File: config.mk
export PLATFORM = sky130hd
export DESIGN_NAME = dsv_field_tokenizer_top
export DESIGN_NICKNAME = d
export VERILOG_FILES = /design/src/hdl/dft_pkg.sv /design/src/hdl/dft_step.sv /design/src/hdl/dsv_field_tokenizer_top.sv
export SDC_FILE = /design/constraint.sdc
export NUM_CORES = 1
export LEC_CHECK = 0
export ABC_AREA = 0
export BUFFER_PORTS_ARGS = -buffer_cell sky130_fd_sc_hd__buf_2
export CAP_MARGIN = 10
export CORE_ASPECT_RATIO = 1.1
export CORE_MARGIN = 2
export CORE_UTILIZATION = 37
export CTS_CLUSTER_DIAMETER = 60
export CTS_CLUSTER_SIZE = 40
export DETAILED_ROUTE_END_ITERATION = 7
export PLACE_DENSITY_LB_ADDON = 0.25
export SKIP_LAST_GASP = 1
export SYNTH_ARGS = -nofsm -noshare
export SYNTH_HDL_FRONTEND = slang
export SYNTH_HIERARCHICAL = 1
export SYNTH_SLANG_ARGS = --single-unit
File: constraint.sdc
create_clock -name clk -period 4.95 [get_ports clk]
set_input_delay 0.495 -clock clk [delete_from_list [all_inputs] [get_ports clk]]
set_output_delay 0.495 -clock clk [all_outputs]
set_load 0.005 [all_outputs]
File: src/hdl/dft_pkg.sv
`timescale 1ns / 1ps
// Shared types and constants for the delimiter-separated field tokenizer.
// Used by dft_step and dsv_field_tokenizer_top; depends on nothing.
package dft_pkg;

    localparam int SPACE_COUNT_BITS = 8;
    // The held-space count never goes past 255, so its counter is at most eight bits wide.
    localparam int HELD_W = (SPACE_COUNT_BITS > 8) ? 8 : SPACE_COUNT_BITS;

    localparam logic [7:0] QUOTE_RESET = 8'h22;
    localparam logic [7:0] DELIM_RESET = 8'h2C;
    localparam logic [7:0] CH_SPACE    = 8'h20;
    localparam logic [7:0] CH_LF       = 8'h0A;
    localparam logic [7:0] CH_CR       = 8'h0D;
    localparam logic [7:0] CH_NUL      = 8'h00;

    localparam logic [1:0] KIND_DELIM     = 2'd0;
    localparam logic [1:0] KIND_LINE      = 2'd1;
    localparam logic [1:0] KIND_INPUT     = 2'd2;
    localparam logic [1:0] KIND_OPEN_QUOT = 2'd3;

    localparam logic REG_QUOTE = 1'b0;
    localparam logic REG_DELIM = 1'b1;

    typedef enum logic [1:0] {
        PH_START,
        PH_UNQUOT,
        PH_QUOTE,
        PH_QSEEN
    } phase_t;

    typedef struct packed {
        logic [7:0] out_byte;
        logic       byte_valid;
        logic [7:0] spaces_first;
        logic       quote_first;
        logic       field_done;
        logic [1:0] end_kind;
        logic       space_overflow;
    } result_t;

endpackage

File: src/hdl/dft_step.sv
`timescale 1ns / 1ps
// Per-byte parse logic: classifies one byte against the current phase and
// the held-space count and produces the result and the next state. Uses dft_pkg.
module dft_step
    import dft_pkg::*;
(
    input  logic [7:0]        in_byte,
    input  phase_t            phase,
    input  logic [HELD_W-1:0] held,
    input  logic [7:0]        quote_char,
    input  logic [7:0]        delimiter_char,
    output result_t           result,
    output phase_t            phase_next,
    output logic [HELD_W-1:0] held_next
);

    localparam logic [HELD_W-1:0] SPACE_MAX = '1;

    logic       is_quote;
    logic       is_delim;
    logic       is_line_end;
    logic       is_space;
    logic [1:0] kind_of;

    assign is_quote    = (quote_char != CH_NUL) && (in_byte == quote_char);
    assign is_delim    = (in_byte == delimiter_char);
    assign is_line_end = (in_byte == CH_LF) || (in_byte == CH_CR) || (in_byte == CH_NUL);
    assign is_space    = (in_byte == CH_SPACE);
    // Byte 0 reports input end, even when it equals the delimiter (inside quotes it reports an open quote).
    assign kind_of     = (in_byte == CH_NUL) ? KIND_INPUT :
                         (is_delim ? KIND_DELIM : KIND_LINE);

    function automatic logic [HELD_W:0] sat_inc(input logic [HELD_W-1:0] h);
        logic [HELD_W:0] r;
        if (h == SPACE_MAX)
        begin
            r = {1'b1, SPACE_MAX};
        end
        else
        begin
            r = {1'b0, h + HELD_W'(1)};
        end
        return r;
    endfunction

    always_comb
    begin
        phase_next = phase;
        case (phase)
            PH_START:
            begin
                if (is_line_end || (!is_quote && is_delim) || (!is_quote && is_space))
                begin
                    phase_next = PH_START;
                end
                else if (is_quote)
                begin
                    phase_next = PH_QUOTE;
                end
                else
                begin
                    phase_next = PH_UNQUOT;
                end
            end
            PH_UNQUOT:
            begin
                if (is_delim || is_line_end)
                begin
                    phase_next = PH_START;
                end
            end
            PH_QUOTE:
            begin
                if (is_quote)
                begin
                    phase_next = PH_QSEEN;
                end
                else if (in_byte == CH_NUL)
                begin
                    phase_next = PH_START;
                end
            end
            PH_QSEEN:
            begin
                if (is_quote)
                begin
                    phase_next = PH_QUOTE;
                end
                else if (is_delim || is_line_end)
                begin
                    phase_next = PH_START;
                end
                else
                begin
                    phase_next = PH_QUOTE;
                end
            end
            default:
            begin
                phase_next = PH_START;
            end
        endcase
    end

    always_comb
    begin
        logic              do_app;
        logic              stray;
        logic              done;
        logic [1:0]        kind;
        logic [HELD_W-1:0] h;
        logic [HELD_W:0]   inc;
        logic              ovf;
        logic              qf;
        logic [HELD_W-1:0] sp;
        logic [7:0]        ob;
        logic              bv;

        do_app = 1'b0;
        stray  = 1'b0;
        done   = 1'b0;
        kind   = KIND_DELIM;
        ovf    = 1'b0;
        qf     = 1'b0;
        sp     = '0;
        ob     = 8'h00;
        bv     = 1'b0;
        h      = held;
        inc    = '0;

        case (phase)
            PH_START:
            begin
                if (is_line_end)
                begin
                    done = 1'b1;
                    kind = kind_of;
                end
                else if (is_quote)
                begin
                    done = 1'b0;
                end
                else if (is_delim)
                begin
                    done = 1'b1;
                    kind = kind_of;
                end
                else if (!is_space)
                begin
                    do_app = 1'b1;
                end
            end
            PH_UNQUOT:
            begin
                if (is_delim || is_line_end)
                begin
                    done = 1'b1;
                    kind = kind_of;
                end
                else
                begin
                    do_app = 1'b1;
                end
            end
            PH_QUOTE:
            begin
                if (is_quote)
                begin
                    done = 1'b0;
                end
                else if (in_byte == CH_NUL)
                begin
                    done = 1'b1;
                    kind = KIND_OPEN_QUOT;
                end
                else
                begin
                    do_app = 1'b1;
                end
            end
            PH_QSEEN:
            begin
                if (is_quote)
                begin
                    do_app = 1'b1;
                end
                else if (is_delim || is_line_end)
                begin
                    done = 1'b1;
                    kind = kind_of;
                end
                else
                begin
                    do_app = 1'b1;
                    stray  = 1'b1;
                end
            end
            default:
            begin
                done = 1'b0;
            end
        endcase

        if (do_app)
        begin
            // A stray quote goes out ahead of the byte; a space quote is held instead.
            if (stray)
            begin
                if (quote_char == CH_SPACE)
                begin
                    inc = sat_inc(h);
                    h   = inc[HELD_W-1:0];
                    ovf = ovf | inc[HELD_W];
                end
                else
                begin
                    sp = h;
                    h  = '0;
                    qf = 1'b1;
                end
            end
            if (is_space)
            begin
                inc = sat_inc(h);
                h   = inc[HELD_W-1:0];
                ovf = ovf | inc[HELD_W];
            end
            else
            begin
                if (!qf)
                begin
                    sp = h;
                end
                h  = '0;
                ob = in_byte;
                bv = 1'b1;
            end
        end

        if (done)
        begin
            h = '0;
        end

        held_next             = h;
        result.out_byte       = ob;
        result.byte_valid     = bv;
        result.spaces_first   = 8'(sp);
        result.quote_first    = qf;
        result.field_done     = done;
        result.end_kind       = kind;
        result.space_overflow = ovf;
    end

endmodule

File: src/hdl/dsv_field_tokenizer_top.sv
`timescale 1ns / 1ps
// Top level of the delimiter-separated field tokenizer: stream ports,
// configuration registers, input and result registers. Uses dft_pkg and dft_step.
//
// Usage:
//   Bytes enter on the s_ channel, one byte per transaction (0 ends the input).
//   Every byte gives exactly one result transaction on the m_ channel: a kept
//   byte with the spaces and stray quote to append first, and on tlast the
//   closing of a field, its end kind in tuser.
//   The quote and delimiter bytes are set through cfg_we/cfg_addr/cfg_wdata
//   (index 0 quote, 1 delimiter) while no transaction is in flight.
// Timing:
//   A byte is captured in the input register, parsed by one level of logic and
//   written to the result register once that register is free, and its result is
//   then offered on the m_ channel. One byte per cycle is sustained while m_tready
//   is high; the parse state loop (phase and held spaces) runs only through
//   dft_step, from phase_reg and held_reg back to them.
// Reset and stall:
//   Reset empties both registers, returns the parser to record start with no
//   held spaces, and loads quote 0x22 and delimiter 0x2C.
//   When m_tready is low the result register holds; the input register still
//   takes one more byte, after which s_tready drops until the result leaves.
module dsv_field_tokenizer_top
    import dft_pkg::*;
(
    input  logic        clk,
    input  logic        rst_n,
    input  logic        s_tvalid,
    output logic        s_tready,
    input  logic [7:0]  s_tdata,    // [7:0] in_byte
    output logic        m_tvalid,
    input  logic        m_tready,
    // [7:0] out_byte, [8] byte_valid, [16:9] spaces_first, [17] quote_first,
    // [18] space_overflow, [23:19] zero
    output logic [23:0] m_tdata,
    output logic        m_tlast,    // field_done
    output logic [1:0]  m_tuser,    // [1:0] end_kind
    input  logic        cfg_we,
    input  logic        cfg_addr,
    input  logic [7:0]  cfg_wdata
);

    logic [7:0]        quote_reg;
    logic [7:0]        delim_reg;
    phase_t            phase_reg;
    phase_t            phase_next;
    logic [HELD_W-1:0] held_reg;
    logic [HELD_W-1:0] held_next;
    logic              in_valid_reg;
    logic [7:0]        in_byte_reg;
    logic              out_valid_reg;
    result_t           out_res_reg;
    result_t           step_res;
    logic              out_free;
    logic              advance;

    assign out_free = !out_valid_reg || m_tready;
    assign advance  = in_valid_reg && out_free;
    assign s_tready = !in_valid_reg || out_free;

    always_ff @(posedge clk or negedge rst_n)
    begin
        if (!rst_n)
        begin
            quote_reg <= QUOTE_RESET;
            delim_reg <= DELIM_RESET;
        end
        else if (cfg_we)
        begin
            case (cfg_addr)
                REG_QUOTE: quote_reg <= cfg_wdata;
                REG_DELIM: delim_reg <= cfg_wdata;
                default:   quote_reg <= quote_reg;
            endcase
        end
    end

    dft_step u_step (
        .in_byte        (in_byte_reg),
        .phase          (phase_reg),
        .held           (held_reg),
        .quote_char     (quote_reg),
        .delimiter_char (delim_reg),
        .result         (step_res),
        .phase_next     (phase_next),
        .held_next      (held_next)
    );

    always_ff @(posedge clk or negedge rst_n)
    begin
        if (!rst_n)
        begin
            in_valid_reg  <= 1'b0;
            out_valid_reg <= 1'b0;
            phase_reg     <= PH_START;
            held_reg      <= '0;
        end
        else
        begin
            if (s_tready)
            begin
                in_valid_reg <= s_tvalid;
            end
            if (out_free)
            begin
                out_valid_reg <= in_valid_reg;
            end
            if (advance)
            begin
                phase_reg <= phase_next;
                held_reg  <= held_next;
            end
        end
    end

    always_ff @(posedge clk)
    begin
        if (s_tready && s_tvalid)
        begin
            in_byte_reg <= s_tdata;
        end
        if (advance)
        begin
            out_res_reg <= step_res;
        end
    end

    assign m_tvalid = out_valid_reg;
    assign m_tdata  = {5'b0, out_res_reg.space_overflow, out_res_reg.quote_first,
                       out_res_reg.spaces_first, out_res_reg.byte_valid,
                       out_res_reg.out_byte};
    assign m_tlast  = out_res_reg.field_done;
    assign m_tuser  = out_res_reg.end_kind;

`ifndef SYNTHESIS
    a_close_resets_state: assert property (@(posedge clk) disable iff (!rst_n)
        advance && step_res.field_done |=> phase_reg == PH_START && held_reg == '0)
        else $error("field close did not return parser to record start");

    a_kind_only_on_close: assert property (@(posedge clk) disable iff (!rst_n)
        m_tvalid && !m_tlast |-> m_tuser == KIND_DELIM)
        else $error("end kind set on a result that does not close a field");

    a_kept_byte_flushes: assert property (@(posedge clk) disable iff (!rst_n)
        advance && step_res.byte_valid |=> held_reg == '0)
        else $error("held spaces remain after a kept byte");

    a_no_drop_on_stall: assert property (@(posedge clk) disable iff (!rst_n)
        in_valid_reg && !advance |=> in_valid_reg)
        else $error("buffered byte lost while the result side stalled");
`endif

endmodule
==> flow_results.org <==
** Critical path
- The critical path in this run is classified as reg -> reg.
- Dominant cell type by count on the critical path :: sky130_fd_sc_hd__nand2_1
- Critical Path End Type :: flip-flop
- The number of cells on the worst reg-to-reg path is 11.
- The critical path runs through a total of 11 cells.
- Crit path max-delay cell type :: sky130_fd_sc_hd__or4_4
- Worst-case register-to-register setup slack :: about 1400 ps
- STA puts the critical path data required time at 5230 ps.
- On the worst path, the slowest cell contributes a delay of around 590 ps.
- Kind of cell adding the most delay to the critical path :: simple AND/OR/NAND/NOR gates
- Critical-path cell list :: or4_4, o22ai_2, or3_1, nand2_1, o21ai_0, ha_1, o221a_2, and3_1, nand2_1, a221oi_1, mux2_4
- Signal arrival time at the worst endpoint :: approximately 3900 ps
- STA classifies the critical path startpoint as a flip-flop.
- Number of buffer and inverter stages on the critical path :: 0
- Peak fanout along the critical path :: 14

** Flow run
- Number of max-cap violations :: 0

** Drt
- Pre-Repair DR Iteration Count :: 5
- Routed wire per std cell :: roughly 16 um
- Dividing the detail-routed via count by the number of cells gives approximately 5.4.
- ANT nets after route :: 0
- DRC :: 0
- Wires add up to around 7100 um.
- For this block, the initial DRC count from the detailed router was about 130.
- The routed layout has approximately 2500 vias.

** Synth
- A synthesized cell averages approximately 11 sq um.
- sky130_fd_sc_hd__edfxtp_1 is the most common cell in the netlist.
- The cell count after synthesis came out at 292.
- In the synthesized netlist the dominant register cell turns out to be sky130_fd_sc_hd__edfxtp_1.
- Synthesis inferred a little under 60 register bits.
- Number of unique standard cell types used by synthesis :: between 50 and 60
- The biggest area contributor in the post-synthesis netlist is sky130_fd_sc_hd__edfxtp_1.
- For this run, asynchronously set or reset flops after synthesis account for 0.483.
- Counting instances in the post-synthesis netlist gives the leading cell types as sky130_fd_sc_hd__edfxtp_1 (30), sky130_fd_sc_hd__dfrtp_1 (23), sky130_fd_sc_hd__nor2_1 (20), sky130_fd_sc_hd__mux2_2 (19), sky130_fd_sc_hd__nand2_1 (17).
- Top post-synthesis cells by area :: sky130_fd_sc_hd__edfxtp_1 (27%), sky130_fd_sc_hd__dfrtp_1 (17%), sky130_fd_sc_hd__mux2_2 (6.5%)
- The Yosys step of the flow raised 6 warnings.
- Of the synthesized area, sequential elements account for 0.486.
- The share of synthesized area in the top cell type comes to 0.272.
- Number of enable flip-flop cells after synthesis :: 30
- The mapped netlist covers 3310 sq um.

** Layout
- In the final layout, the share of cells above drive strength 1 is 0.317.
- P&R area growth vs syn :: 15.2%
- The register with the most flip-flops in the layout has 19 of them.
- Once layout is complete, the cells apart from fillers number 452.
- Final instance area :: 3810 sq um
- Total inserted antenna cells :: 0
- Number of nets in the layout :: approximately 360

** Worst hold path
- In this run the worst hold path is classified as in -> async.

** Outcome
- Result of the run :: finished clean

** Floorplanning
- Placeable core region :: about 9000 sq um
- Initial cell density of the core :: 0.377
- In this run the core area contains 36 standard-cell rows.
- Ports placed on the boundary :: 51
- Chip width :: between 90 and 100 um
- Die footprint :: just under 10000 sq um
- Die Y-Extent :: 103 um

** CTS
- Later-pin clock latency in the skew report :: around 340 ps
- Setup bufs post-CTS :: 0
- After clock tree synthesis, the clock-pin slew on the worst setup and hold paths is ~70 ps.
- Total number of H-tree levels :: 3
- The number of clock buffers added by TritonCTS is 9.
- CTS tree :: done
- The number of hold buffers added after CTS was 0.
- Clock tree synthesis found a total of 58 sinks.
- Max Buffers Root-to-Sink :: 2
- Post_cts resized :: 0
- Clock tree synthesis selected as its root buffer the cell sky130_fd_sc_hd__clkbuf_8.

** Timing
- Post-route setup TNS :: 0 ps
- Maximum clock frequency :: roughly 0.28 GHz
- Final worst slack :: 1350 ps
- The number of pins exceeding their max-slew limit in the final report is 0.
- Layout Skew :: 6.61 ps
- Setup repair after global routing left no endpoint under its margin.
- Hold violation count in the final report :: 0
- Setup violations remaining at the end of the flow were counted as 0.
- Crit share post-route :: 0.727
- Measured slew at the worst slew-check pin :: around 880 ps
- Headroom to the max-slew limit came out at 0.411.
- Final period demand of the worst path :: 3600 ps

** Global routing
- Initial antenna violation count :: 0
- Entering global routing, the biggest net connects 29 pins.
- Global routing finished with a remaining overflow of 0.
- Total track usage :: 0.155
- Global-route wire length before repair :: between 10000 and 15000 um
- The via count of the first global-routing pass was 2301.

** Power and ir drop
- VDD sags by at most between 0.2 and 0.25 mV.
- For this design the ratio of total power to cell area is between 300 and 400 nW/um^2.
- Summed over all cells, the static leakage comes to approximately 1.5 nW.

** Placement
- Detailed placement ended at an HPWL of 5300 um.
- Worst-case setup slack after placement :: between 1000 and 1500 ps
- Once placement completed, the tool counted placed cells totaling 436.
- The placed instances occupy a cell area of around 3600 sq um.
- Final weighted congestion of routability-driven global placement :: between 0.8 and 0.9
- Buffers placed on the I/O ports in this run total 45.
[per-layer routing]
metal / share of wire / global-route usage / vias to the layer above
met5: 0 / 0 / -
met4: 0.021 / 0.0669 / 0
met3: 0.058 / 0.0435 / 17
met2: 0.50 / 0.260 / 96
met1: 0.43 / 0.189 / 1185
li1: - / - / 1152
[final cells by class]
| cell class | count | area, sq um |
|---|---|---|
| fill | 844 | 4970 |
| sequential | 58 | 1610 |
| multi-input combinational | 210 | 1550 |
| timing repair buffer | 46 | 233 |
| tap | 114 | 143 |
| clock buffer | 11 | 141 |
| clock inverter | 5 | 101 |
| inverter | 8 | 30.0 |
[worst paths after layout]
check	from	endpoint
max in group asynchronous	rst_n	held_reg[5]
worst max register to register	in_byte_reg[5]	held_reg[1]
min in group clk	s_tdata[7]	in_byte_reg[7]
worst max-delay path	in_byte_reg[5]	held_reg[1]
worst min-delay path	rst_n	delim_reg[6]
worst min register to register	in_valid_reg	m_tvalid
[cell families (layout without fill, tap and decap cells)]
group / after synthesis / in the layout / share of synthesized area
other: 1 / 5 / 0.00113
buffers and inverters: 28 / 70 / 0.0488
XOR/XNOR: 18 / 18 / 0.0477
AND/OR/NAND/NOR: 100 / 100 / 0.169
flip-flops: 58 / 58 / 0.486
multiplexers: 28 / 28 / 0.106
adder cells (fa/ha/maj): 2 / 2 / 0.00756
AO/OA/AOI/OAI: 57 / 57 / 0.135
[cell usage in the layout, fill, tap and decap left out, types with 2 or more instances in the layout]
| cell | netlist | final |
|---|---|---|
| sky130_fd_sc_hd__a21o_1 | 2 | 2 |
| sky130_fd_sc_hd__a21oi_1 | 3 | 3 |
| sky130_fd_sc_hd__a221oi_1 | 2 | 2 |
| sky130_fd_sc_hd__a22o_1 | 2 | 2 |
| sky130_fd_sc_hd__a22oi_1 | 6 | 6 |
| sky130_fd_sc_hd__a31o_2 | 3 | 3 |
| sky130_fd_sc_hd__a31oi_1 | 7 | 7 |
| sky130_fd_sc_hd__and2_1 | 3 | 3 |
| sky130_fd_sc_hd__and3_1 | 8 | 8 |
| sky130_fd_sc_hd__buf_2 | 6 | 45 |
| sky130_fd_sc_hd__bufinv_16 | 0 | 3 |
| sky130_fd_sc_hd__clkbuf_8 | 0 | 10 |
| sky130_fd_sc_hd__conb_1 | 1 | 5 |
| sky130_fd_sc_hd__dfrtp_1 | 23 | 23 |
| sky130_fd_sc_hd__dfstp_2 | 5 | 5 |
| sky130_fd_sc_hd__edfxtp_1 | 30 | 30 |
| sky130_fd_sc_hd__ha_1 | 2 | 2 |
| sky130_fd_sc_hd__inv_1 | 8 | 8 |
| sky130_fd_sc_hd__mux2_2 | 19 | 19 |
| sky130_fd_sc_hd__mux2_4 | 9 | 9 |
| sky130_fd_sc_hd__nand2_1 | 17 | 17 |
| sky130_fd_sc_hd__nand2b_1 | 3 | 3 |
| sky130_fd_sc_hd__nand3_1 | 4 | 4 |
| sky130_fd_sc_hd__nand3b_1 | 2 | 2 |
| sky130_fd_sc_hd__nand4_1 | 4 | 4 |
| sky130_fd_sc_hd__nor2_1 | 20 | 20 |
| sky130_fd_sc_hd__nor2b_1 | 10 | 10 |
| sky130_fd_sc_hd__nor3_1 | 11 | 11 |
| sky130_fd_sc_hd__nor3b_1 | 2 | 2 |
| sky130_fd_sc_hd__nor4_1 | 5 | 5 |
| sky130_fd_sc_hd__o21ai_0 | 13 | 13 |
| sky130_fd_sc_hd__o22a_1 | 4 | 4 |
| sky130_fd_sc_hd__o31ai_1 | 2 | 2 |
| sky130_fd_sc_hd__or3_1 | 2 | 2 |
| sky130_fd_sc_hd__xnor2_1 | 9 | 9 |
| sky130_fd_sc_hd__xor2_1 | 9 | 9 |
[report_power, final]
group	switching [W]	internal, W
clock	0.000186	0.000346
sequential	0.0000339	0.000555
combinational	0.0000605	0.0000624
total	0.000281	0.000964
[through the flow]
stage / power [W] / hold WS [ps] / util
after floorplan: 0.000680 / 199 / -
after global placement: 0.000722 / 493 / 0.406
after detailed placement: 0.000724 / 506 / 0.406
after CTS: 0.00126 / 195 / 0.434
after global routing: 0.00130 / 222 / 0.434
final: 0.00124 / 183 / 0.434
(Power assumes the default switching activity.)
